### src/sv/sws_pkg.sv
`timescale 1ns / 1ps

package sws_pkg;

   localparam int PHASE_BITS_DEF     = 32;
   localparam int SINE_FRAC_BITS_DEF = 15;

   localparam int TIME_BITS      = 48;
   localparam int TIME_HALF_BITS = 24;
   localparam int STEP_BITS      = 32;
   localparam int PROD_BITS      = TIME_HALF_BITS + STEP_BITS;
   localparam int ANGLE_BITS     = 32;
   localparam int AMP_BITS       = 24;
   localparam int OFFSET_BITS    = 32;
   localparam int OUT_BITS       = 32;
   localparam int SUM_BITS       = OUT_BITS + 2;

   localparam int CSR_INDEX_BITS = 2;
   localparam int CSR_DATA_BITS  = 32;

   localparam logic [CSR_INDEX_BITS-1:0] CSR_PHASE_STEP     = 2'd0;
   localparam logic [CSR_INDEX_BITS-1:0] CSR_WAVE_AMPLITUDE = 2'd1;
   localparam logic [CSR_INDEX_BITS-1:0] CSR_WAVE_OFFSET    = 2'd2;

   localparam int CORDIC_STEPS = 30;
   localparam int CORDIC_WIDTH = 33;

   typedef logic signed [CORDIC_WIDTH-1:0] cordic_type;

   localparam cordic_type CORDIC_GAIN = 33'sd652032874;

   typedef struct packed {
      logic       valid;
      cordic_type x;
      cordic_type y;
      cordic_type z;
   } cordic_word_type;

   function automatic cordic_type atan_value(input int step);
      cordic_type result;
      case (step)
         0:       result = 33'sd536870912;
         1:       result = 33'sd316933406;
         2:       result = 33'sd167458907;
         3:       result = 33'sd85004756;
         4:       result = 33'sd42667331;
         5:       result = 33'sd21354465;
         6:       result = 33'sd10679838;
         7:       result = 33'sd5340245;
         8:       result = 33'sd2670163;
         9:       result = 33'sd1335087;
         10:      result = 33'sd667544;
         11:      result = 33'sd333772;
         12:      result = 33'sd166886;
         13:      result = 33'sd83443;
         14:      result = 33'sd41722;
         15:      result = 33'sd20861;
         16:      result = 33'sd10430;
         17:      result = 33'sd5215;
         18:      result = 33'sd2608;
         19:      result = 33'sd1304;
         20:      result = 33'sd652;
         21:      result = 33'sd326;
         22:      result = 33'sd163;
         23:      result = 33'sd81;
         24:      result = 33'sd41;
         25:      result = 33'sd20;
         26:      result = 33'sd10;
         27:      result = 33'sd5;
         28:      result = 33'sd3;
         29:      result = 33'sd1;
         default: result = '0;
      endcase
      return result;
   endfunction

endpackage

### src/sv/sws_cordic_cell.sv
`timescale 1ns / 1ps

module sws_cordic_cell
   import sws_pkg::*;
#(
   parameter int STAGE = 0
) (
   input  logic            clock,
   input  logic            reset,
   input  logic            advance,
   input  cordic_word_type cell_in,
   output cordic_word_type cell_out
);

   localparam cordic_type ATAN = atan_value(STAGE);

   logic       valid_ff;
   cordic_type x_ff, x_in;
   cordic_type y_ff, y_in;
   cordic_type z_ff, z_in;
   cordic_type x_shift, y_shift;

   assign x_shift = cordic_type'(cell_in.x) >>> STAGE;
   assign y_shift = cordic_type'(cell_in.y) >>> STAGE;

   always_comb begin
      if (!cell_in.z[CORDIC_WIDTH-1]) begin
         x_in = cell_in.x - y_shift;
         y_in = cell_in.y + x_shift;
         z_in = cell_in.z - ATAN;
      end else begin
         x_in = cell_in.x + y_shift;
         y_in = cell_in.y - x_shift;
         z_in = cell_in.z + ATAN;
      end
   end

   always_ff @(posedge clock) begin
      if (reset) begin
         valid_ff <= 1'b0;
      end else if (advance) begin
         valid_ff <= cell_in.valid;
      end
   end

   always_ff @(posedge clock) begin
      if (advance) begin
         x_ff <= x_in;
         y_ff <= y_in;
         z_ff <= z_in;
      end
   end

   assign cell_out.valid = valid_ff;
   assign cell_out.x     = x_ff;
   assign cell_out.y     = y_ff;
   assign cell_out.z     = z_ff;

endmodule

### config.mk
export PLATFORM = sky130hd
export DESIGN_NAME = sws_cordic_cell
export DESIGN_NICKNAME = d
export VERILOG_FILES = /design/src/sv/sws_pkg.sv /design/src/sv/sws_cordic_cell.sv
export SDC_FILE = /design/constraint.sdc
export NUM_CORES = 1
export LEC_CHECK = 0
export BUFFER_PORTS_ARGS = -buffer_cell sky130_fd_sc_hd__buf_4
export CELL_PAD_IN_SITES_DETAIL_PLACEMENT = 1
export CELL_PAD_IN_SITES_GLOBAL_PLACEMENT = 1
export CORE_MARGIN = 4
export CORE_UTILIZATION = 45
export DETAILED_ROUTE_END_ITERATION = 8
export GPL_TIMING_DRIVEN = 0
export PLACE_DENSITY = 0.94
export SLEW_MARGIN = 20
export SYNTH_ARGS = -nofsm -noshare
export SYNTH_HDL_FRONTEND = slang
export SYNTH_SLANG_ARGS = --single-unit
### constraint.sdc
create_clock -name clock -period 11.1 [get_ports clock]
set_clock_uncertainty 0.15 [all_clocks]
set_input_delay 2.22 -clock clock [delete_from_list [all_inputs] [get_ports clock]]
set_output_delay 2.22 -clock clock [all_outputs]
set_load 0.02 [all_outputs]
==> impl_metrics.py <==
metrics = {
    "status": {
        "status": "complete, no violations",
    },
    "timing": {
        "hold_slack_ps": 409.6,
        "max-slew-margin-rel": 0.1702,
        "period_share": 0.5384,
        "setup_viol": 0,
        "tightest_slew_ps": 1229,
        "worst_slack_ps": 5124,
        "finalMaxSlewViolations": 0,
        "tns_ps": 0,
        "rsz0062_at_grt": "no",
        "fmaxAchievable_mhz": 167.3,
        "finalHoldViolCount": 0,
        "min_period_ps": 5976,
    },
    "global_routing": {
        "grt_pass1_wl_mm": 52.43,
        "grt_use_total": 0.3046,
        "grt_overflow": 0,
        "antenna_found_initial": 0,
        "grt_pass1_vias": 9081,
        "grt_max_degree": 100,
    },
    "pwr": {
        "internal_power_uw": 852.2,
        "seqPwrFrac": 0.360,
        "power_mw": 1.390,
        "pwr-share-clk": 0.228,
        "peakVddDrop_uv": 80.31,
        "switching_share": 0.3869,
        "p_comb_frac": 0.412,
        "power.switching_uw": 537.7,
        "pwr_density_cell_mw_per_mm2": 127.3,
        "p_leak_nw": 4.833,
    },
    "critical_path": {
        "worst_setup_path_start_kind": "input port",
        "required_ps": 11050,
        "end_kind": "register",
        "worstSetupPathType": "in -> reg",
        "rr_startpoint": "valid_ff$_SDFFE_PP0P_",
        "crit_fanout": 5,
        "arrival_ps": 5930,
        "critical_path.startpoint": "cell_in[33]",
    },
    "floorplanning": {
        "io_pins": 203,
        "num_rows": 50,
        "die_y_um": 147.8,
        "die-area_mm2": 0.02186,
        "design.core.area_mm2": 0.01896,
        "start_util": 0.4642,
        "die_w_um": 147.8,
    },
    "clock_tree": {
        "cts_buffer_depth": 2,
        "insertion_delay_ps": 360,
        "htree_levels": 3,
        "cts_hold_buf": 0,
        "cts_setup_buffers": 0,
        "cts_tree": "done",
        "clk_pin_slew_ps": 70,
        "cts_resized": 0,
        "cts-root-buf": "clkbuf_16",
        "numCtsBuffers": 9,
        "cts_sinks": 99,
    },
    "layout": {
        "utilization": 0.5761,
        "drive_above_1_share": 0.2122,
        "nNetsFinal": 1402,
        "area_delta_synth_final_pct": 24.10,
        "diodes": 0,
        "fillers": 2252,
    },
    "synthesis": {
        "yosysMostFrequentCell": "inv_1",
        "syn-num-nets": 1189,
        "syn-cell-area_mm2": 0.008800,
        "netlist.area_leader.share": 0.3344,
        "synthArstFlopShare": 0,
        "synthTopCellsByCount": "inv_1 (104), ha_1 (103), a21oi_1 (102)",
        "synth_area_leader_cell": "edfxtp_1",
        "ys_types": 83,
        "synth-edff-count": 98,
        "ys_top_cells_by_area": "edfxtp_1 (33%), ha_1 (15%), a21oi_1 (5.8%), xnor2_1 (5.3%), inv_1 (4.4%)",
        "yosysWarningCount": 0,
        "synthFlopType": "edfxtp_1",
        "yosys_register_bits": 99,
        "synth_cells": 979,
        "avgSynthCellArea_um2": 8.988,
        "ys_seq_area_frac": 0.3367,
    },
    "route": {
        "post_drt_wl_per_cell_um": 23.44,
        "ant_nets": 0,
        "drtIter0Drc": 952,
        "drc_errors": 0,
        "totalWireLength_mm": 34.16,
        "via_per_inst": 5.973,
        "drtPass1Iterations": 6,
        "vias": 8702,
    },
    "job": {
        "max_cap_viol_count": 0,
    },
    "placed_design": {
        "numPortBuffers": 202,
        "post-place-ws_ps": 5020,
        "place_congestion": 0.9859,
        "dp_hpwl_mm": 26.71,
    },
    "worst_hold_path": {
        "hold_class": "reg -> reg",
        "hold_start": "valid_ff$_SDFFE_PP0P_",
    },
}
registers in the layout, summed over array words and instances (netlist names):
| register | flops |
|---|---|
| x_ff | 33 |
| valid_ff | 1 |
| z_ff | 33 |
| y_ff | 32 |
worst max-delay path, stage by stage:
cell and delay [ps]:
buf_4 100, inv_1 40, ha_1 230, fa_1 430, nand2b_1 200, a21oi_1 270, o21ai_1 170, o31ai_1 890
a21oi_1 270, o2111a_1 390, nor4_1 390, o32ai_1 180, xnor2_1 170
area by class of cell:
cell class                 count  area, um2  share of cell area
multi-input combinational    726       5215              0.4775
buffer                        45      212.7             0.01948
tap                          260      325.3             0.02979
inverter                     109      409.1             0.03747
sequential                    99       2963              0.2713
clock inverter                 7      50.05            0.004583
timing repair buffer         202       1520              0.1392
clock buffer                   9      225.2             0.02062
cells by family (layout without fill, tap and decap cells):
| family | count (synthesis) | in the layout | synth area share |
|---|---|---|---|
| AOI/OAI and AO/OA | 302 | 302 | 0.2238 |
| xor gates and xnor gates | 65 | 65 | 0.06470 |
| adders and majority gates | 107 | 107 | 0.1556 |
| buffers and inverters | 154 | 372 | 0.07067 |
| DFF | 99 | 99 | 0.3367 |
| muxes | 17 | 17 | 0.01934 |
| and+or+nand+nor | 235 | 235 | 0.1293 |
routing by layer:
layer | global-route usage | up-vias | part of all wire
met5 | 0 | - | 0
met4 | 0.09561 | 0 | 0.028
met3 | 0.05334 | 81 | 0.086
met2 | 0.5309 | 461 | 0.48
met1 | 0.3860 | 4237 | 0.40
li1 | - | 3923 | -
power by group through the flow:
stage	logic, mW	clock network [mW]	registers, mW
final	0.573	0.316	0.501
after global routing	0.609	0.336	0.506
after CTS	0.564	0.318	0.501
after detailed placement	0.558	0	0.509
after global placement	0.541	0	0.504
after floorplan	0.258	0	0.572
per-stage QoR:
stage	std cells	area [um2]
after floorplan	979	8800
after global placement	1441	10640
after detailed placement	1441	10650
after CTS	1457	10920
after global routing	1457	10920
final	1457	10920
placed cells by master (no fill, tap or decap), types with 11 or more instances in the layout:
cell type and n:
nand2_1 54, clkbuf_1 27, xnor2_1 53, edfxtp_1 98, o21bai_1 15, a21oi_1 102, nor3_1 16, o21ai_0 53
nor2b_1 14, a211oi_1 14, inv_1 104, buf_4 207, nor2_1 80, xor2_1 12, nand3_1 17, a21o_1 14
o31ai_1 11, mux2i_1 17, ha_1 103
path summary, 6_finish.rpt:
path                           endpoint  slack, ps  cells past startpoint
hold / removal    valid_ff$_SDFFE_PP0P_        410                      2
setup / recovery     y_ff[32]$_DFFE_PP_       5120                     13
hold reg to reg   valid_ff$_SDFFE_PP0P_        410                      2
setup reg to reg  valid_ff$_SDFFE_PP0P_      10300                      2
No activity file was read; power rests on OpenSTA's default activity.
