$ cat config.mk
export PLATFORM = sky130hd
export DESIGN_NAME = sws_scale
export DESIGN_NICKNAME = d
export VERILOG_FILES = /design/src/sv/sws_pkg.sv /design/src/sv/sws_scale.sv
export SDC_FILE = /design/constraint.sdc
export NUM_CORES = 1
export LEC_CHECK = 0
export BUFFER_PORTS_ARGS = -buffer_cell sky130_fd_sc_hd__buf_2
export CORE_ASPECT_RATIO = 1.4
export CORE_MARGIN = 2
export CORE_UTILIZATION = 40
export DETAILED_ROUTE_END_ITERATION = 8
export PLACE_DENSITY = 0.57
export SLEW_MARGIN = 25
export SYNTH_ARGS = -nofsm -noshare
export SYNTH_HDL_FRONTEND = slang
export SYNTH_SLANG_ARGS = --single-unit
export TNS_END_PERCENT = 5
$ cat constraint.sdc
create_clock -name clock -period 9.35 [get_ports clock]
set_input_delay 1.87 -clock clock [delete_from_list [all_inputs] [get_ports clock]]
set_output_delay 1.87 -clock clock [all_outputs]
set_load 0.01 [all_outputs]
$ cat src/sv/sws_pkg.sv
`timescale 1ns / 1ps

package sws_pkg;

   localparam int PHASE_BITS_DEF     = 32;
   localparam int SINE_FRAC_BITS_DEF = 15;

   localparam int TIME_BITS      = 48;
   localparam int TIME_HALF_BITS = 24;
   localparam int STEP_BITS      = 32;
   localparam int PROD_BITS      = TIME_HALF_BITS + STEP_BITS;
   localparam int ANGLE_BITS     = 32;
   localparam int AMP_BITS       = 24;
   localparam int OFFSET_BITS    = 32;
   localparam int OUT_BITS       = 32;
   localparam int SUM_BITS       = OUT_BITS + 2;

   localparam int CSR_INDEX_BITS = 2;
   localparam int CSR_DATA_BITS  = 32;

   localparam logic [CSR_INDEX_BITS-1:0] CSR_PHASE_STEP     = 2'd0;
   localparam logic [CSR_INDEX_BITS-1:0] CSR_WAVE_AMPLITUDE = 2'd1;
   localparam logic [CSR_INDEX_BITS-1:0] CSR_WAVE_OFFSET    = 2'd2;

   localparam int CORDIC_STEPS = 30;
   localparam int CORDIC_WIDTH = 33;

   typedef logic signed [CORDIC_WIDTH-1:0] cordic_type;

   localparam cordic_type CORDIC_GAIN = 33'sd652032874;

   typedef struct packed {
      logic       valid;
      cordic_type x;
      cordic_type y;
      cordic_type z;
   } cordic_word_type;

   function automatic cordic_type atan_value(input int step);
      cordic_type result;
      case (step)
         0:       result = 33'sd536870912;
         1:       result = 33'sd316933406;
         2:       result = 33'sd167458907;
         3:       result = 33'sd85004756;
         4:       result = 33'sd42667331;
         5:       result = 33'sd21354465;
         6:       result = 33'sd10679838;
         7:       result = 33'sd5340245;
         8:       result = 33'sd2670163;
         9:       result = 33'sd1335087;
         10:      result = 33'sd667544;
         11:      result = 33'sd333772;
         12:      result = 33'sd166886;
         13:      result = 33'sd83443;
         14:      result = 33'sd41722;
         15:      result = 33'sd20861;
         16:      result = 33'sd10430;
         17:      result = 33'sd5215;
         18:      result = 33'sd2608;
         19:      result = 33'sd1304;
         20:      result = 33'sd652;
         21:      result = 33'sd326;
         22:      result = 33'sd163;
         23:      result = 33'sd81;
         24:      result = 33'sd41;
         25:      result = 33'sd20;
         26:      result = 33'sd10;
         27:      result = 33'sd5;
         28:      result = 33'sd3;
         29:      result = 33'sd1;
         default: result = '0;
      endcase
      return result;
   endfunction

endpackage

$ cat src/sv/sws_scale.sv
`timescale 1ns / 1ps

module sws_scale
   import sws_pkg::*;
#(
   parameter int SINE_FRAC_BITS = SINE_FRAC_BITS_DEF
) (
   input  logic                          clock,
   input  logic                          reset,
   input  logic                          advance,
   input  cordic_word_type               word_in,
   input  logic signed [AMP_BITS-1:0]    wave_amplitude,
   input  logic signed [OFFSET_BITS-1:0] wave_offset,
   output logic                          out_valid,
   output logic signed [OUT_BITS-1:0]    sample_value,
   output logic                          saturated
);

   localparam int F  = SINE_FRAC_BITS;
   localparam int SW = F + 1;
   localparam int YW = CORDIC_WIDTH + 1;
   localparam int PW = AMP_BITS + SW;
   localparam int MW = PW + 1 - F;

   localparam logic signed [YW-1:0]       Y_ROUND  = YW'(1) <<< (29 - F);
   localparam logic signed [YW-1:0]       S_MAX    = (YW'(1) <<< F) - YW'(1);
   localparam logic signed [YW-1:0]       S_MIN    = -(YW'(1) <<< F);
   localparam logic signed [PW:0]         M_ROUND  = (PW+1)'(1) <<< (F - 1);
   localparam logic signed [SUM_BITS-1:0] OUT_MAX  = SUM_BITS'(33'sh0_7FFF_FFFF);
   localparam logic signed [SUM_BITS-1:0] OUT_MIN  = -SUM_BITS'(33'sh0_8000_0000);

   logic                       sine_valid_ff;
   logic signed [SW-1:0]       sine_ff, sine_in;
   logic signed [YW-1:0]       y_round, y_quot;

   logic                       prod_valid_ff;
   logic signed [PW-1:0]       prod_ff, prod_in;

   logic                       m_valid_ff;
   logic signed [MW-1:0]       m_ff, m_in;
   logic signed [PW:0]         prod_round;

   logic                       out_valid_ff;
   logic signed [OUT_BITS-1:0] sample_ff, sample_in;
   logic                       sat_ff, sat_in;
   logic signed [SUM_BITS-1:0] total;

   assign y_round = YW'(word_in.y) + Y_ROUND;
   assign y_quot  = y_round >>> (30 - F);

   always_comb begin
      if (y_quot > S_MAX) begin
         sine_in = SW'(S_MAX);
      end else if (y_quot < S_MIN) begin
         sine_in = SW'(S_MIN);
      end else begin
         sine_in = SW'(y_quot);
      end
   end

   assign prod_in    = PW'(wave_amplitude) * PW'(sine_ff);
   assign prod_round = (PW+1)'(prod_ff) + M_ROUND;
   assign m_in       = MW'(prod_round >>> F);

   assign total = SUM_BITS'(wave_offset) + SUM_BITS'(m_ff);

   always_comb begin
      if (total > OUT_MAX) begin
         sample_in = OUT_BITS'(OUT_MAX);
         sat_in    = 1'b1;
      end else if (total < OUT_MIN) begin
         sample_in = OUT_BITS'(OUT_MIN);
         sat_in    = 1'b1;
      end else begin
         sample_in = OUT_BITS'(total);
         sat_in    = 1'b0;
      end
   end

   always_ff @(posedge clock) begin
      if (reset) begin
         sine_valid_ff <= 1'b0;
         prod_valid_ff <= 1'b0;
         m_valid_ff    <= 1'b0;
         out_valid_ff  <= 1'b0;
      end else if (advance) begin
         sine_valid_ff <= word_in.valid;
         prod_valid_ff <= sine_valid_ff;
         m_valid_ff    <= prod_valid_ff;
         out_valid_ff  <= m_valid_ff;
      end
   end

   always_ff @(posedge clock) begin
      if (advance) begin
         sine_ff   <= sine_in;
         prod_ff   <= prod_in;
         m_ff      <= m_in;
         sample_ff <= sample_in;
         sat_ff    <= sat_in;
      end
   end

   assign out_valid    = out_valid_ff;
   assign sample_value = sample_ff;
   assign saturated    = sat_ff;

endmodule

==> results of run 1 <==
[kinds of logic after synthesis]
kind of cell    Yosys count  share of synthesized area
mux                       5                    0.00259
flops                   105                      0.161
fa+ha+maj               505                      0.472
xor+xnor                102                     0.0467
compound gates          215                     0.0736
buf+inv                 528                      0.105
simple gates            550                      0.139
[layer usage]
layer | wire (um) | GRT usage
met2 | 23700 | 0.357
met1 | 18100 | 0.224
met3 | 1790 | 0.0225
met5 | 0 | 0
met4 | 870 | 0.0455
[cell usage after synthesis (all sizes together), types with 3 or more instances]
cell and instances:
a211oi 7, a21o 27, a21oi 66, a221oi 3, a311oi 4, a31oi 8, and2 151, and3 15
and4 5, buf 8, clkbuf 59, dfxtp 4, edfxtp 101, fa 374, ha 129, inv 461
mux2i 5, nand2 252, nand2b 12, nand3 24, nand4 14, nor2 54, nor2b 10, nor3 4
o211ai 4, o21a 7, o21ai 56, o21bai 11, o31ai 5, xnor2 68, xor2 34
[worst max-delay path, stage by stage]
cell and delay, ns:
buf_2 0.23, and2_1 0.23, fa_1 0.53, inv_1 0.05, fa_1 0.52, fa_1 0.52
inv_1 0.05, fa_1 0.48, fa_1 0.57, inv_1 0.06, fa_1 0.53, inv_1 0.05
ha_1 0.30, nand3_1 0.13, nor3_1 0.09, a211oi_1 0.29, buf_4 0.19, a21oi_1 0.13
o311ai_0 0.50, o211ai_1 0.30, a221oi_1 0.49, o21bai_1 0.12, xor2_1 0.15
[sequential cells by signal (all words and copies together), names as in the netlist]
signal and flops:
sample_value 32, prod_valid_ff 1, sine_valid_ff 1, out_valid 1
m_valid_ff 1, saturated 1, sine_ff 16, m_ff 26
prod_ff 26
[cell type report]
type                    count  area share
multi-input cells        1377       0.682
repair buffers            126      0.0322
flip-flops and latches    105       0.150
clock inverters             7     0.00373
inverters                 461      0.0833
well taps                 630      0.0379
clock buffers               9      0.0108
[through the flow]
step	worst slack [ns]	utilization	hold WS, ns	cell area [sq um]
after CTS	1.05	0.434	0.504	20800
final	1.07	0.434	0.495	20800
after detailed placement	0.692	0.427	0.486	20500
after global routing	0.773	0.434	0.547	20800
after floorplan	1.57	-	0.460	19300
after global placement	0.790	0.427	0.476	20500
[how the worst min path moves through the flow]
stage | end | slack [ns]
6_report | out_valid$_SDFFE_PP0P_ | 0.49
4_1_cts | prod_valid_ff$_SDFFE_PP0P_ | 0.50
5_1_grt | out_valid$_SDFFE_PP0P_ | 0.55
3_5_place_dp | prod_valid_ff$_SDFFE_PP0P_ | 0.49
3_3_place_gp | m_valid_ff$_SDFFE_PP0P_ | 0.48
2_1_floorplan | m_valid_ff$_SDFFE_PP0P_ | 0.46
==> flow_summary.toml, run 1 <==
[synth]
ys_seq_area_frac = 0.161
syn_avg_cell_area_sq_um = 9.61
ys_types = 67
synth_area_leaders = "fa_1 39%, edfxtp_1 16%, inv_1 9.0%"
synth_area_leader_cell = "fa_1"
synth.net_count = 2672
syn_inst = 2010
async_flop_share = 0
synth-edff-count = 101
ys_warn_count = 0
synth_top_area_frac = 0.388
ys_ff_latch = 105
synth_area_sq_um = 19300
synth_ff_type = "edfxtp_1"

[cells_and_area]
fillerInstances = 4679
diodes = 0
regArea_sq_um = 3110
drive_gt1_frac = 0.0815
multi_input_area_sq_um = 14200
fin_nets = 2742
fin_cells = 2715
area_delta_synth_final_pct = 7.61
final_common_cell = "inv_1"
layout_common_cells = "461 x inv_1, 374 x fa_1, 251 x nand2_1, 151 x and2_1, 129 x ha_1"

[placement]
buffer_ports.inserted = 112
gp_congestion = 0.884
dp.cells = 2699
dp_hpwl_um = 35500

[sta]
fmax_ghz = 0.121
finalCritPeriodShare = 0.886
fin_skew_ns = 0.0150
setup_tns_ns = 0
rsz0062_at_grt = "false"
slew_headroom = 0.285
worst_pin_slew_ns = 1.07
drv_slew = 0
setup_viol = 0
finalWorstPathRequiredPeriod_ns = 8.28
hold_viol = 0

[clock_network]
cts_made_buffers = 9
cts_tree = "yes"
cts_sinks = 105
clk_pin_slew_ns = 0.07
cts_resized = 0
clk_latency_ns = 0.37
post_cts_buffers = 0
cts_hold_buf = 0
cts.path.max_buffers = 2
htreeDepth = 3
cts_root_buf = "clkbuf_16"

[job]
max_cap_viol_count = 0

[setup_path]
cp-start-kind = "input pin"
critPathRequiredTime_ns = 9.47
r2r-end = "prod_ff[36]$_DFFE_PP_"
critical_path_class = "input pin to flip-flop"
r2r_slack_ns = 1.80
arrival_ns = 8.40
worstReg2RegStart = "sine_ff[6]$_SDFFCE_PN1P_"
critPathLaunch = "wave_amplitude[6]"
cp-end-kind = "flip-flop"
worst-path-max-fanout = 16
endpoint = "prod_ff[36]$_DFFE_PP_"
rr_worst_depth = 23

[routing]
vias_per_cell = 4.93
wire_per_inst_um = 16.4
firstDrtPassIters = 5
drt_iter0_drc = 509
ant_nets = 0
vias = 13400
drt-total-wl_um = 44400
drc = 0

[global_routing]
grt_use_total = 0.188
grt-ovfl-total = 0
grt_pass1_vias = 15200
antenna_found_initial = 1
grt_pass1_wl_um = 74600
grt_max_degree = 73

[floorplan]
rows = 95
pin_count = 193
coreArea_sq_um = 47900
die_h_um = 264
initial_core_util = 0.403
dieArea_sq_um = 50100
dieWidth_um = 190

[worst_hold_path]
hp-class = "flip-flop to flip-flop"
min_path_cells = 2
hold_start = "out_valid$_SDFFE_PP0P_"

[run_status]
status = "completed"
Power of run 1 is left out: the tool's default activity adds up to more than one toggle a clock period on the data nets, which glitch-free logic cannot reach.
==> run 2: changes to the inputs <==
- REMOVE_ABC_BUFFERS: not set -> 1
==> flow_summary.toml, run 2 (same netlist as run 1, synthesis figures left out) <==
[clock_network]
cts_root_buf = "clkbuf_16"
cts_tree = "yes"
cts_sinks = 105
clk_pin_slew_ns = 0.08
cts_hold_buf = 0
htreeDepth = 3
clk_latency_ns = 0.39
cts_made_buffers = 9
cts.path.max_buffers = 2
post_cts_buffers = 0
cts_resized = 0

[sta]
worst_pin_slew_ns = 1.00
hold_ws_ns = 0.500
fmax_ghz = 0.122
setup_tns_ns = 0
setup_viol = 0
finalWorstPathRequiredPeriod_ns = 8.18
drv_slew = 0
slew_headroom = 0.331
hold_viol = 0
setup_ws_ns = 1.17
fin_skew_ns = 0.0207
finalCritPeriodShare = 0.875
rsz0062_at_grt = "false"

[setup_path]
worst-path-max-fanout = 16
r2r_slack_ns = 1.69
endpoint = "prod_ff[39]$_DFFE_PP_"
critPathLaunch = "wave_amplitude[12]"
rr_worst_depth = 19
cp-end-kind = "flip-flop"
worstReg2RegStart = "sine_ff[15]$_SDFFCE_PN0P_"
arrival_ns = 8.31
critical_path_class = "input pin to flip-flop"
r2r-end = "prod_ff[39]$_DFFE_PP_"
critPathRequiredTime_ns = 9.49
cp-start-kind = "input pin"

[routing]
wire_per_inst_um = 17.2
drt_iter0_drc = 596
drt-total-wl_um = 46700
ant_nets = 0
vias_per_cell = 5.05
drc = 0
vias = 13700
firstDrtPassIters = 5

[floorplan]
rows = 95
dieArea_sq_um = 50100
initial_core_util = 0.403
dieWidth_um = 190
coreArea_sq_um = 47900
die_h_um = 264
pin_count = 193

[cells_and_area]
layout_common_cells = "461 x inv_1, 374 x fa_1, 251 x nand2_1, 151 x and2_1, 129 x ha_1"
area_delta_synth_final_pct = 7.87
final_common_cell = "inv_1"
fin_nets = 2741
fin_cells = 2717
drive_gt1_frac = 0.0816
largest_register_ffs = 32

[global_routing]
antenna_found_initial = 4
grt-ovfl-total = 0
grt_pass1_wl_um = 78500
grt_pass1_vias = 15400
grt_max_degree = 56
grt_use_total = 0.201

[run_status]
status = "completed"

[placement]
place_ws_ns = 0.824
buffer_ports.inserted = 112
dp_hpwl_um = 36800
dp.cells = 2697
gp_congestion = 0.886

[job]
max_cap_viol_count = 0

[worst_hold_path]
hp-class = "flip-flop to flip-flop"
-- run 2: worst min path at each step --
stage                                 start                      end  slack [ns]  cells after the start
detailed placement   out_valid$_SDFFE_PP0P_   out_valid$_SDFFE_PP0P_        0.48                      2
floorplan           m_valid_ff$_SDFFE_PP0P_  m_valid_ff$_SDFFE_PP0P_        0.46                      2
global route         out_valid$_SDFFE_PP0P_   out_valid$_SDFFE_PP0P_        0.55                      2
finish               out_valid$_SDFFE_PP0P_   out_valid$_SDFFE_PP0P_        0.50                      2
CTS                  out_valid$_SDFFE_PP0P_   out_valid$_SDFFE_PP0P_        0.50                      2
global placement     out_valid$_SDFFE_PP0P_   out_valid$_SDFFE_PP0P_        0.47                      2
-- run 2: layout make-up --
type / count / area (sq um)
Tap cell: 630 / 788
Inverter: 461 / 1730
Fill cell: 4691 / 27100
Timing Repair Buffer: 125 / 696
Sequential cell: 105 / 3110
Clock buffer: 9 / 225
Multi-Input combinational cell: 1377 / 14200
Antenna cell: 3 / 7.51
Clock inverter: 7 / 85.1
-- run 2: worst max-delay path, cell delays in order --
cell      delay (ns)
buf_2           0.38
nand2_1         0.15
fa_1            0.58
inv_1           0.05
fa_1            0.48
fa_1            0.55
fa_1            0.56
fa_1            0.55
inv_1           0.05
fa_1            0.57
inv_1           0.05
ha_1            0.35
a21o_1          0.18
a21o_1          0.16
a21oi_1         0.22
o21ai_0         0.21
a221o_1         0.38
a31oi_1         0.38
mux2i_1         0.13
nor4bb_1        0.42
-- run 2: layer usage --
metal,share of wire,track usage,up-vias
met2,0.57,0.391,245
met5,0,0,-
li1,-,-,6290
met3,0.024,0.0185,94
met1,0.38,0.223,7084
met4,0.034,0.0750,0
-- run 2: stage by stage --
stage / instance area, sq um / util
4_1_cts: 20800 / 0.434
5_1_grt: 20800 / 0.435
2_1_floorplan: 19000 / -
3_3_place_gp: 20400 / 0.427
3_5_place_dp: 20500 / 0.428
6_report: 20800 / 0.435
Power of run 2 is left out for the same reason.
