`src/sv/sws_pkg.sv`:
```
`timescale 1ns / 1ps

package sws_pkg;

   localparam int PHASE_BITS_DEF     = 32;
   localparam int SINE_FRAC_BITS_DEF = 15;

   localparam int TIME_BITS      = 48;
   localparam int TIME_HALF_BITS = 24;
   localparam int STEP_BITS      = 32;
   localparam int PROD_BITS      = TIME_HALF_BITS + STEP_BITS;
   localparam int ANGLE_BITS     = 32;
   localparam int AMP_BITS       = 24;
   localparam int OFFSET_BITS    = 32;
   localparam int OUT_BITS       = 32;
   localparam int SUM_BITS       = OUT_BITS + 2;

   localparam int CSR_INDEX_BITS = 2;
   localparam int CSR_DATA_BITS  = 32;

   localparam logic [CSR_INDEX_BITS-1:0] CSR_PHASE_STEP     = 2'd0;
   localparam logic [CSR_INDEX_BITS-1:0] CSR_WAVE_AMPLITUDE = 2'd1;
   localparam logic [CSR_INDEX_BITS-1:0] CSR_WAVE_OFFSET    = 2'd2;

   localparam int CORDIC_STEPS = 30;
   localparam int CORDIC_WIDTH = 33;

   typedef logic signed [CORDIC_WIDTH-1:0] cordic_type;

   localparam cordic_type CORDIC_GAIN = 33'sd652032874;

   typedef struct packed {
      logic       valid;
      cordic_type x;
      cordic_type y;
      cordic_type z;
   } cordic_word_type;

   function automatic cordic_type atan_value(input int step);
      cordic_type result;
      case (step)
         0:       result = 33'sd536870912;
         1:       result = 33'sd316933406;
         2:       result = 33'sd167458907;
         3:       result = 33'sd85004756;
         4:       result = 33'sd42667331;
         5:       result = 33'sd21354465;
         6:       result = 33'sd10679838;
         7:       result = 33'sd5340245;
         8:       result = 33'sd2670163;
         9:       result = 33'sd1335087;
         10:      result = 33'sd667544;
         11:      result = 33'sd333772;
         12:      result = 33'sd166886;
         13:      result = 33'sd83443;
         14:      result = 33'sd41722;
         15:      result = 33'sd20861;
         16:      result = 33'sd10430;
         17:      result = 33'sd5215;
         18:      result = 33'sd2608;
         19:      result = 33'sd1304;
         20:      result = 33'sd652;
         21:      result = 33'sd326;
         22:      result = 33'sd163;
         23:      result = 33'sd81;
         24:      result = 33'sd41;
         25:      result = 33'sd20;
         26:      result = 33'sd10;
         27:      result = 33'sd5;
         28:      result = 33'sd3;
         29:      result = 33'sd1;
         default: result = '0;
      endcase
      return result;
   endfunction

endpackage

```
`src/sv/sws_phase.sv`:
```
`timescale 1ns / 1ps

module sws_phase
   import sws_pkg::*;
#(
   parameter int PHASE_BITS = PHASE_BITS_DEF
) (
   input  logic                  clock,
   input  logic                  reset,
   input  logic                  advance,
   input  logic                  in_valid,
   input  logic [TIME_BITS-1:0]  time_us,
   input  logic [STEP_BITS-1:0]  phase_step,
   output cordic_word_type       word_out
);

   localparam cordic_type HALF_TURN    = 33'sh0_8000_0000;
   localparam cordic_type QUARTER_TURN = 33'sh0_4000_0000;

   logic                   prod_valid_ff;
   logic [PROD_BITS-1:0]   prod_lo_ff, prod_lo_in;
   logic [PROD_BITS-1:0]   prod_hi_ff, prod_hi_in;

   logic                   angle_valid_ff;
   logic [ANGLE_BITS-1:0]  angle_ff, angle_in;
   logic [PROD_BITS+TIME_HALF_BITS-1:0] hi_shifted;
   logic [PHASE_BITS-1:0]  phase_sum;
   logic [PHASE_BITS+ANGLE_BITS-1:0] phase_ext;

   logic                   fold_valid_ff;
   cordic_type             fold_z_ff, fold_z_in;
   cordic_type             angle_s;

   // split 48 x 32 product into two 24 x 32 partial products
   assign prod_lo_in = PROD_BITS'(time_us[TIME_HALF_BITS-1:0]) * PROD_BITS'(phase_step);
   assign prod_hi_in = PROD_BITS'(time_us[TIME_BITS-1:TIME_HALF_BITS]) *
                       PROD_BITS'(phase_step);

   assign hi_shifted = {prod_hi_ff, {TIME_HALF_BITS{1'b0}}};
   assign phase_sum  = prod_lo_ff[PHASE_BITS-1:0] + hi_shifted[PHASE_BITS-1:0];
   assign phase_ext  = {phase_sum, {ANGLE_BITS{1'b0}}};
   assign angle_in   = phase_ext[PHASE_BITS+ANGLE_BITS-1 -: ANGLE_BITS];

   // fold angle into [-quarter, quarter]
   assign angle_s = cordic_type'(signed'(angle_ff));
   always_comb begin
      if (angle_s > QUARTER_TURN) begin
         fold_z_in = HALF_TURN - angle_s;
      end else if (angle_s < -QUARTER_TURN) begin
         fold_z_in = -HALF_TURN - angle_s;
      end else begin
         fold_z_in = angle_s;
      end
   end

   always_ff @(posedge clock) begin
      if (reset) begin
         prod_valid_ff  <= 1'b0;
         angle_valid_ff <= 1'b0;
         fold_valid_ff  <= 1'b0;
      end else if (advance) begin
         prod_valid_ff  <= in_valid;
         angle_valid_ff <= prod_valid_ff;
         fold_valid_ff  <= angle_valid_ff;
      end
   end

   always_ff @(posedge clock) begin
      if (advance) begin
         prod_lo_ff <= prod_lo_in;
         prod_hi_ff <= prod_hi_in;
         angle_ff   <= angle_in;
         fold_z_ff  <= fold_z_in;
      end
   end

   assign word_out.valid = fold_valid_ff;
   assign word_out.x     = CORDIC_GAIN;
   assign word_out.y     = '0;
   assign word_out.z     = fold_z_ff;

endmodule

```
`config.mk`:
```
export PLATFORM = sky130hd
export DESIGN_NAME = sws_phase
export DESIGN_NICKNAME = d
export VERILOG_FILES = /design/src/sv/sws_pkg.sv /design/src/sv/sws_phase.sv
export SDC_FILE = /design/constraint.sdc
export NUM_CORES = 1
export LEC_CHECK = 0
export BUFFER_PORTS_ARGS = -buffer_cell sky130_fd_sc_hd__clkbuf_2
export CAP_MARGIN = 30
export CORE_UTILIZATION = 50
export CTS_BUF_LIST = sky130_fd_sc_hd__clkbuf_4 sky130_fd_sc_hd__clkbuf_8 sky130_fd_sc_hd__clkbuf_16
export CTS_CLUSTER_DIAMETER = 30
export DETAILED_ROUTE_END_ITERATION = 12
export PLACE_DENSITY = 0.83
export SLEW_MARGIN = 20
export SYNTH_ARGS = -nofsm -noshare
export SYNTH_HDL_FRONTEND = slang
export SYNTH_SLANG_ARGS = --single-unit
```
`constraint.sdc`:
```
create_clock -name clock -period 6.1 [get_ports clock]
set_input_delay 0 -clock clock [delete_from_list [all_inputs] [get_ports clock]]
set_output_delay 0 -clock clock [all_outputs]
set_load 0.005 [all_outputs]
```
==> results.txt, run 1 <==
----------------------------------------------------
[Outcome]
  Result of the run ... finished, final reports clean

[Clocking]
  Clock root buffer ... clkbuf_16
  Worst-Skew Late Latency ... 350 ps
  Clock Sinks ... 108
  H-tree levels ... 3
  TritonCTS clock tree ... done
  Longest Clk Path Bufs ... 2
  CTS clk-pin slew, worst paths ... 70 ps
  Total clock buffers created by CTS ... 9
  Setup repair bufs after CTS ... 0

[Finish]
  Final design area excluding fillers ... 22400 um^2
  Number of standard cells in the final layout excluding fillers ... 2796
  Area delta synth->final ... 10.5%
  Core Util, Final ... 56.2%
  Number of diodes ... 0
  Total Nets Final ... 2867
  Final-layout fill cell count ... 3296
  Highest-count cells in the layout ignoring fill and taps ... inv_1, fa_1, and2_1
  Most common cell after layout, fill and taps aside ... inv_1
  Ratio of cells with drive above 1 in the final layout ... 12.1%

[Logic synthesis]
  Fraction of registers with async set or reset after synthesis ... 0%
  Post-synth top area cell ... fa_1
  Adder-cell share of the synthesized area ... 46.7%
  Synthesized instance count ... 2097
  Warnings, synthesis ... 0
  XOR/XNOR share of the synthesized area ... 5.26%
  Synthesized-area fraction occupied by ao, oa, aoi and oai cells ... 3.49%
  Number of flops mapped to enable cells by yosys ... 105
  Netlist area before placement ... 20300 um^2
  Largest family of logic cells by synthesized area ... adder cells
  Biggest area contributors in the synthesized netlist ... fa_1, edfxtp_1, and2_1
  Synth Register Bits ... 108
  Portion of the post-synthesis area used by sequential elements ... 15.8%
  Multiplexer area fraction after synthesis ... 0.253%
  Ys flop type ... edfxtp_1
  Count of distinct cell types in the synthesized netlist ... 56
  Mean Syn Cell Area ... 9.68 um^2
  Fraction of the mapped netlist area in simple logic gates ... 15.5%
  Top cell type's share of synthesized area ... 39.6%

[Timing]
  Number of hold violations in the final report ... 0
  F_max ... 0.168 GHz
  Slew margin rel. ... 44.3%
  Time the final worst path needs with I/O delays and setup ... 5960 ps
  Final worst-path cycle share ... 97.7%
  Clock skew ... 7.47 ps
  Worst-case setup margin in the final layout ... 140 ps
  Total setup violations reported at the end of the flow ... 0
  Max Slew Vio Count ... 0
  Worst-margin pin slew ... 824 ps

[Placed design]
  Post-Place Worst Slack ... -191 ps
  Number of cells after detailed placement ... 2778
  Placement Cell Area ... 22100 um^2
  DP HPWL ... 41.6 mm
  Number of buffer cells added on primary ports ... 101
  Global placement routability congestion ... 0.953

[Drt]
  Remaining routing DRC violations ... 0
  Wire length the detailed router placed on met1 ... 19.0 mm
  Iteration count of the initial detailed-routing pass ... 5
  Detailed-route via count ... 14400
  Total wire length after detailed routing ... 48.4 mm
  Count of nets left with antenna violations after detail routing ... 0
  Per-cell routed wire length ... 17.3 um
  Total length of routed met2 wires ... 23.5 mm
  Detail Route met3 WL ... 3.92 mm
  Number of violations reported at the end of detailed-routing iteration 0 ... 960
  Vias per Instance ... 5.14
  Highest metal layer with signal wires ... met4

[Setup path]
  WP data arrival ... 6040 ps
  Crit-path max FO ... 10
  Sort of element at the start of the critical path ... primary input
  Flop2flop setup slack ... 2730 ps
  Category of the most critical setup path ... primary input to flop
  Endpoint required time on the critical path ... 6180 ps
  Capturing element type of the critical path ... flop

[Floorplan]
  Area of the die ... 41400 um^2
  Initial cell density of the core ... 50.9%
  Total number of placement rows ... 73
  I/O pin total ... 184
  Placeable core region ... 39900 um^2
  Height of the die ... 204 um
  Overall die width ... 204 um

[Hold path]
  Min-Delay Path Class ... primary input to flop

[Flow run]
  Number of maximum-capacitance violations ... 0

[GRT]
  Total routing usage reported by global routing ... 24.3%
  Number of antenna violations at the first check in global routing ... 0
  Remaining Overflow, GRT ... 0
  Number of global-route vias before repair ... 15700
  Wire length of the first global-routing pass ... 77.8 mm
  Maximum number of pins on one net before global-route repair ... 57

----------------------------------------------------
-- per-stage QoR --
| step | hold slack [ps] | TNS, ps |
|---|---|---|
| after floorplan | 72.4 | 0 |
| after global placement | 192 | -2.39 |
| after detailed placement | 202 | -736 |
| after CTS | 62.5 | 0 |
| after global routing | 94.7 | -0.953 |
| final | 73.6 | 0 |
-- repair_timing --
| item | in CTS | in global routing |
|---|---|---|
| hold buffers | 2 | 0 |
| setup endpoints to repair | 0 | 2 |
| endpoints found under the hold margin | 3 | 0 |
| resized for setup | 0 | 10 |
-- per-layer routing --
layer,vias up,global-route usage [%]
met5,-,0
met4,0,9.99
met3,154,4.12
met2,693,41.8
met1,7154,30.3
li1,6371,-
-- cells by family (layout without fill, tap and decap cells) --
group           count (synthesis)  after routing
xor+xnor                      122            122
compound gates                108            108
mux                             5              5
fa+ha+maj                     517            517
buf+inv                       632            742
other cells                     2             66
simple gates                  603            603
flops                         108            108
-- final cells by class --
type / count / area [um^2] / share of cell area, %
Sequential cell: 108 / 3210 / 14.3
Multi-Input combinational cell: 1421 / 14700 / 65.7
Clock buffer: 10 / 233 / 1.04
Timing Repair Buffer: 249 / 1780 / 7.93
Inverter: 477 / 1790 / 7.98
Tap cell: 525 / 657 / 2.93
Clock inverter: 6 / 31.3 / 0.139
-- synthesized netlist by cell type (all sizes together) (2+ instances only) --
library cell	n
o21bai	7
or4	3
a21boi	2
nand3	3
clkbuf	87
conb	2
mux2i	4
nand2	243
nor2	21
or3	3
o41ai	2
dfxtp	3
inv	477
a21oi	32
o21ai	17
o31a	2
nand4	2
a31oi	2
and2	303
fa	402
and3	4
a31o	2
xor2	29
xnor2	93
nand2b	5
o31ai	7
edfxtp	105
ha	115
nor4	3
nor2b	4
a21o	24
nor3	5
buf	68
-- worst max-delay path, cell delays in order --
cell and delay, ps:
clkbuf_2 250, and2_1 260, fa_1 550, inv_1 60, fa_1 520, fa_1 490
fa_1 550, inv_1 60, fa_1 510, fa_1 500, inv_1 50, fa_1 470
inv_1 50, ha_1 180, or3_1 350, a221oi_1 240, o32ai_1 210, o211a_1 300
a311oi_2 300, xnor2_1 140
-- path summary, 6_finish.rpt --
path,from,endpoint,depth (start not counted)
min reg2reg,prod_lo_ff[1]$_DFFE_PP_,angle_ff[1]$_DFFE_PP_,0
max reg2reg,angle_ff[15]$_DFFE_PP_,fold_z_ff[2]$_DFFE_PP_,8
min,time_us[24],prod_hi_ff[0]$_DFFE_PP_,2
max,phase_step[19],prod_lo_ff[31]$_DFFE_PP_,20
-- flip-flops by register name (all words and copies together), names as in the netlist --
register and count:
angle_ff 32, prod_hi_ff 8, fold_valid_ff 1, angle_valid_ff 1
prod_valid_ff 1, fold_z_ff 33, prod_lo_ff 32
Power of run 1 is left out: the tool's default activity adds up to more than one toggle a clock period on the data nets, which glitch-free logic cannot reach.
==> inputs of run 2 (changes only) <==
Settings changed: CORE_MARGIN set to 3.
==> run 2 against run 1 <==
  * Wire length decreased by 1.2%
  * First-iteration DRC count decreased by 9.7%
  * Worst setup slack improved by 93 ps
  * Die area increased by 4.0%
  * Global-route usage decreased by 1.6 points
  * Critical endpoint is now prod_lo_ff[30]$_DFFE_PP_
==> results.txt, run 2 (synthesis gave the netlist of run 1 again) <==
----------------------------------------------------
[Finish]
  Largest registers in the final layout ... fold_z_ff: 33 flops, angle_ff: 32 flops, prod_lo_ff: 32 flops
  Number of diodes ... 0
  Sequential cell area in the final layout ... 3210 um^2
  Total Nets Final ... 2863
  Area delta synth->final ... 10.3%
  Largest register FFs ... 33
  Final-layout fill cell count ... 3339
  Area of the multi-input gates ... 14700 um^2
  Core Util, Final ... 56.1%
  Most common cell after layout, fill and taps aside ... inv_1
  Highest-count cells in the layout ignoring fill and taps ... inv_1, fa_1, and2_1
  Ratio of cells with drive above 1 in the final layout ... 11.9%
  Register with the highest flop count ... fold_z_ff

[Setup path]
  Crit-path max FO ... 15
  Worst-path cell chain ... clkbuf_2, buf_12, and2_1, fa_1, inv_1, fa_1, fa_1, inv_1, fa_1, inv_1, fa_1, fa_1, fa_1, inv_1, ha_1, buf_4, a21o_1, a21o_1, a21oi_1, o21ai_1, a21oi_1, o21ai_2, mux2i_1, o2111ai_1
  Slowest stage cell on the critical path ... fa_1
  Capturing element type of the critical path ... flop
  Endpoint required time on the critical path ... 6180 ps
  WP data arrival ... 5950 ps
  Sort of element at the start of the critical path ... primary input
  Peak per-stage delay on the critical path ... 560 ps
  Count of buffering cells on the critical path with inverters included ... 7
  Category of the most critical setup path ... primary input to flop
  Most Frequent Cell on Critical Path ... fa_1
  Kind of cell adding the most delay to the critical path ... adder cells

[Drt]
  Detailed-route via count ... 14500
  Vias per Instance ... 5.18
  Remaining routing DRC violations ... 0
  Count of nets left with antenna violations after detail routing ... 0
  Total wire length after detailed routing ... 47.9 mm
  Iteration count of the initial detailed-routing pass ... 6
  Number of violations reported at the end of detailed-routing iteration 0 ... 867
  Per-cell routed wire length ... 17.1 um

[GRT]
  Total routing usage reported by global routing ... 22.6%
  Maximum number of pins on one net before global-route repair ... 69
  Remaining Overflow, GRT ... 0
  Number of global-route vias before repair ... 15900
  Number of antenna violations at the first check in global routing ... 0
  Wire length of the first global-routing pass ... 78.9 mm

[Hold path]
  Min-Delay Path Class ... primary input to flop

[Timing]
  Slew margin rel. ... 43.7%
  Final hold slack ... 98.4 ps
  Final worst-path cycle share ... 96.2%
  Max Slew Vio Count ... 0
  Setup TNS ... 0 ps
  Unrepaired setup endpoints after global routing ... no
  Worst-margin pin slew ... 833 ps
  Total setup violations reported at the end of the flow ... 0
  Time the final worst path needs with I/O delays and setup ... 5870 ps
  Clock skew ... 5.16 ps
  Number of hold violations in the final report ... 0
  F_max ... 0.170 GHz

[Clocking]
  Longest Clk Path Bufs ... 2
  TritonCTS clock tree ... done
  H-tree levels ... 3
  Clock Sinks ... 108
  Worst-Skew Late Latency ... 340 ps
  Total clock buffers created by CTS ... 9
  Clock root buffer ... clkbuf_16
  CTS clk-pin slew, worst paths ... 70 ps

[Floorplan]
  I/O pin total ... 184
  Height of the die ... 208 um
  Initial cell density of the core ... 50.9%
  Area of the die ... 43100 um^2
  Placeable core region ... 39900 um^2
  Total number of placement rows ... 73
  Overall die width ... 208 um

[Placed design]
  Global placement routability congestion ... 0.940
  Number of buffer cells added on primary ports ... 101
  DP HPWL ... 41.5 mm

[Outcome]
  Result of the run ... finished, final reports clean

[Flow run]
  Number of maximum-capacitance violations ... 0

----------------------------------------------------
-- run 2: through the flow --
| step | std cells | cell area [um^2] | setup slack [ps] |
|---|---|---|---|
| after floorplan | 2161 | 20500 | 33.8 |
| after global placement | 2774 | 22100 | -60.4 |
| after detailed placement | 2774 | 22100 | -228 |
| after CTS | 2792 | 22400 | 152 |
| after global routing | 2792 | 22400 | 1.91 |
| final | 2792 | 22400 | 232 |
-- run 2: final timing paths --
kind,start,to,slack (ps),cells past startpoint
hold reg to reg,prod_lo_ff[7]$_DFFE_PP_,angle_ff[7]$_DFFE_PP_,420,0
setup / recovery,time_us[0],prod_lo_ff[30]$_DFFE_PP_,230,24
setup reg to reg,angle_ff[13]$_DFFE_PP_,fold_z_ff[27]$_DFFE_PP_,2710,8
hold / removal,time_us[24],prod_hi_ff[0]$_DFFE_PP_,100,2
-- run 2: metal layers --
layer,vias to the layer above,part of all wire [%],track usage [%]
met1,7294,39,28.6
li1,6353,-,-
met3,157,7.6,3.72
met2,651,49,39.4
met4,0,4.0,8.31
met5,-,0,0
-- run 2: worst reg2reg max path: stages, from the launching register on --
cell	delay, ps
edfxtp_1	480
or4_4	560
nor4_2	250
or3b_4	460
nor4_4	180
nand2_1	160
o31ai_2	710
a21oi_1	140
xor2_1	190
-- run 2: final cells by class --
type | instances | share of cell area, %
multi-input combinational | 1421 | 65.7
sequential | 108 | 14.3
inverter | 477 | 7.99
tap | 525 | 2.93
clock inverter | 6 | 0.179
timing repair buffer | 245 | 7.84
clock buffer | 10 | 1.04
-- run 2: timing repair --
item / CTS / global route
hold buffers: 2 / 0
setup buffers: 0 / 0
setup endpoints to repair: 0 / 3
gates resized for setup: 0 / 5
endpoints found under the hold margin: 3 / 0
Power of run 2 is left out for the same reason.
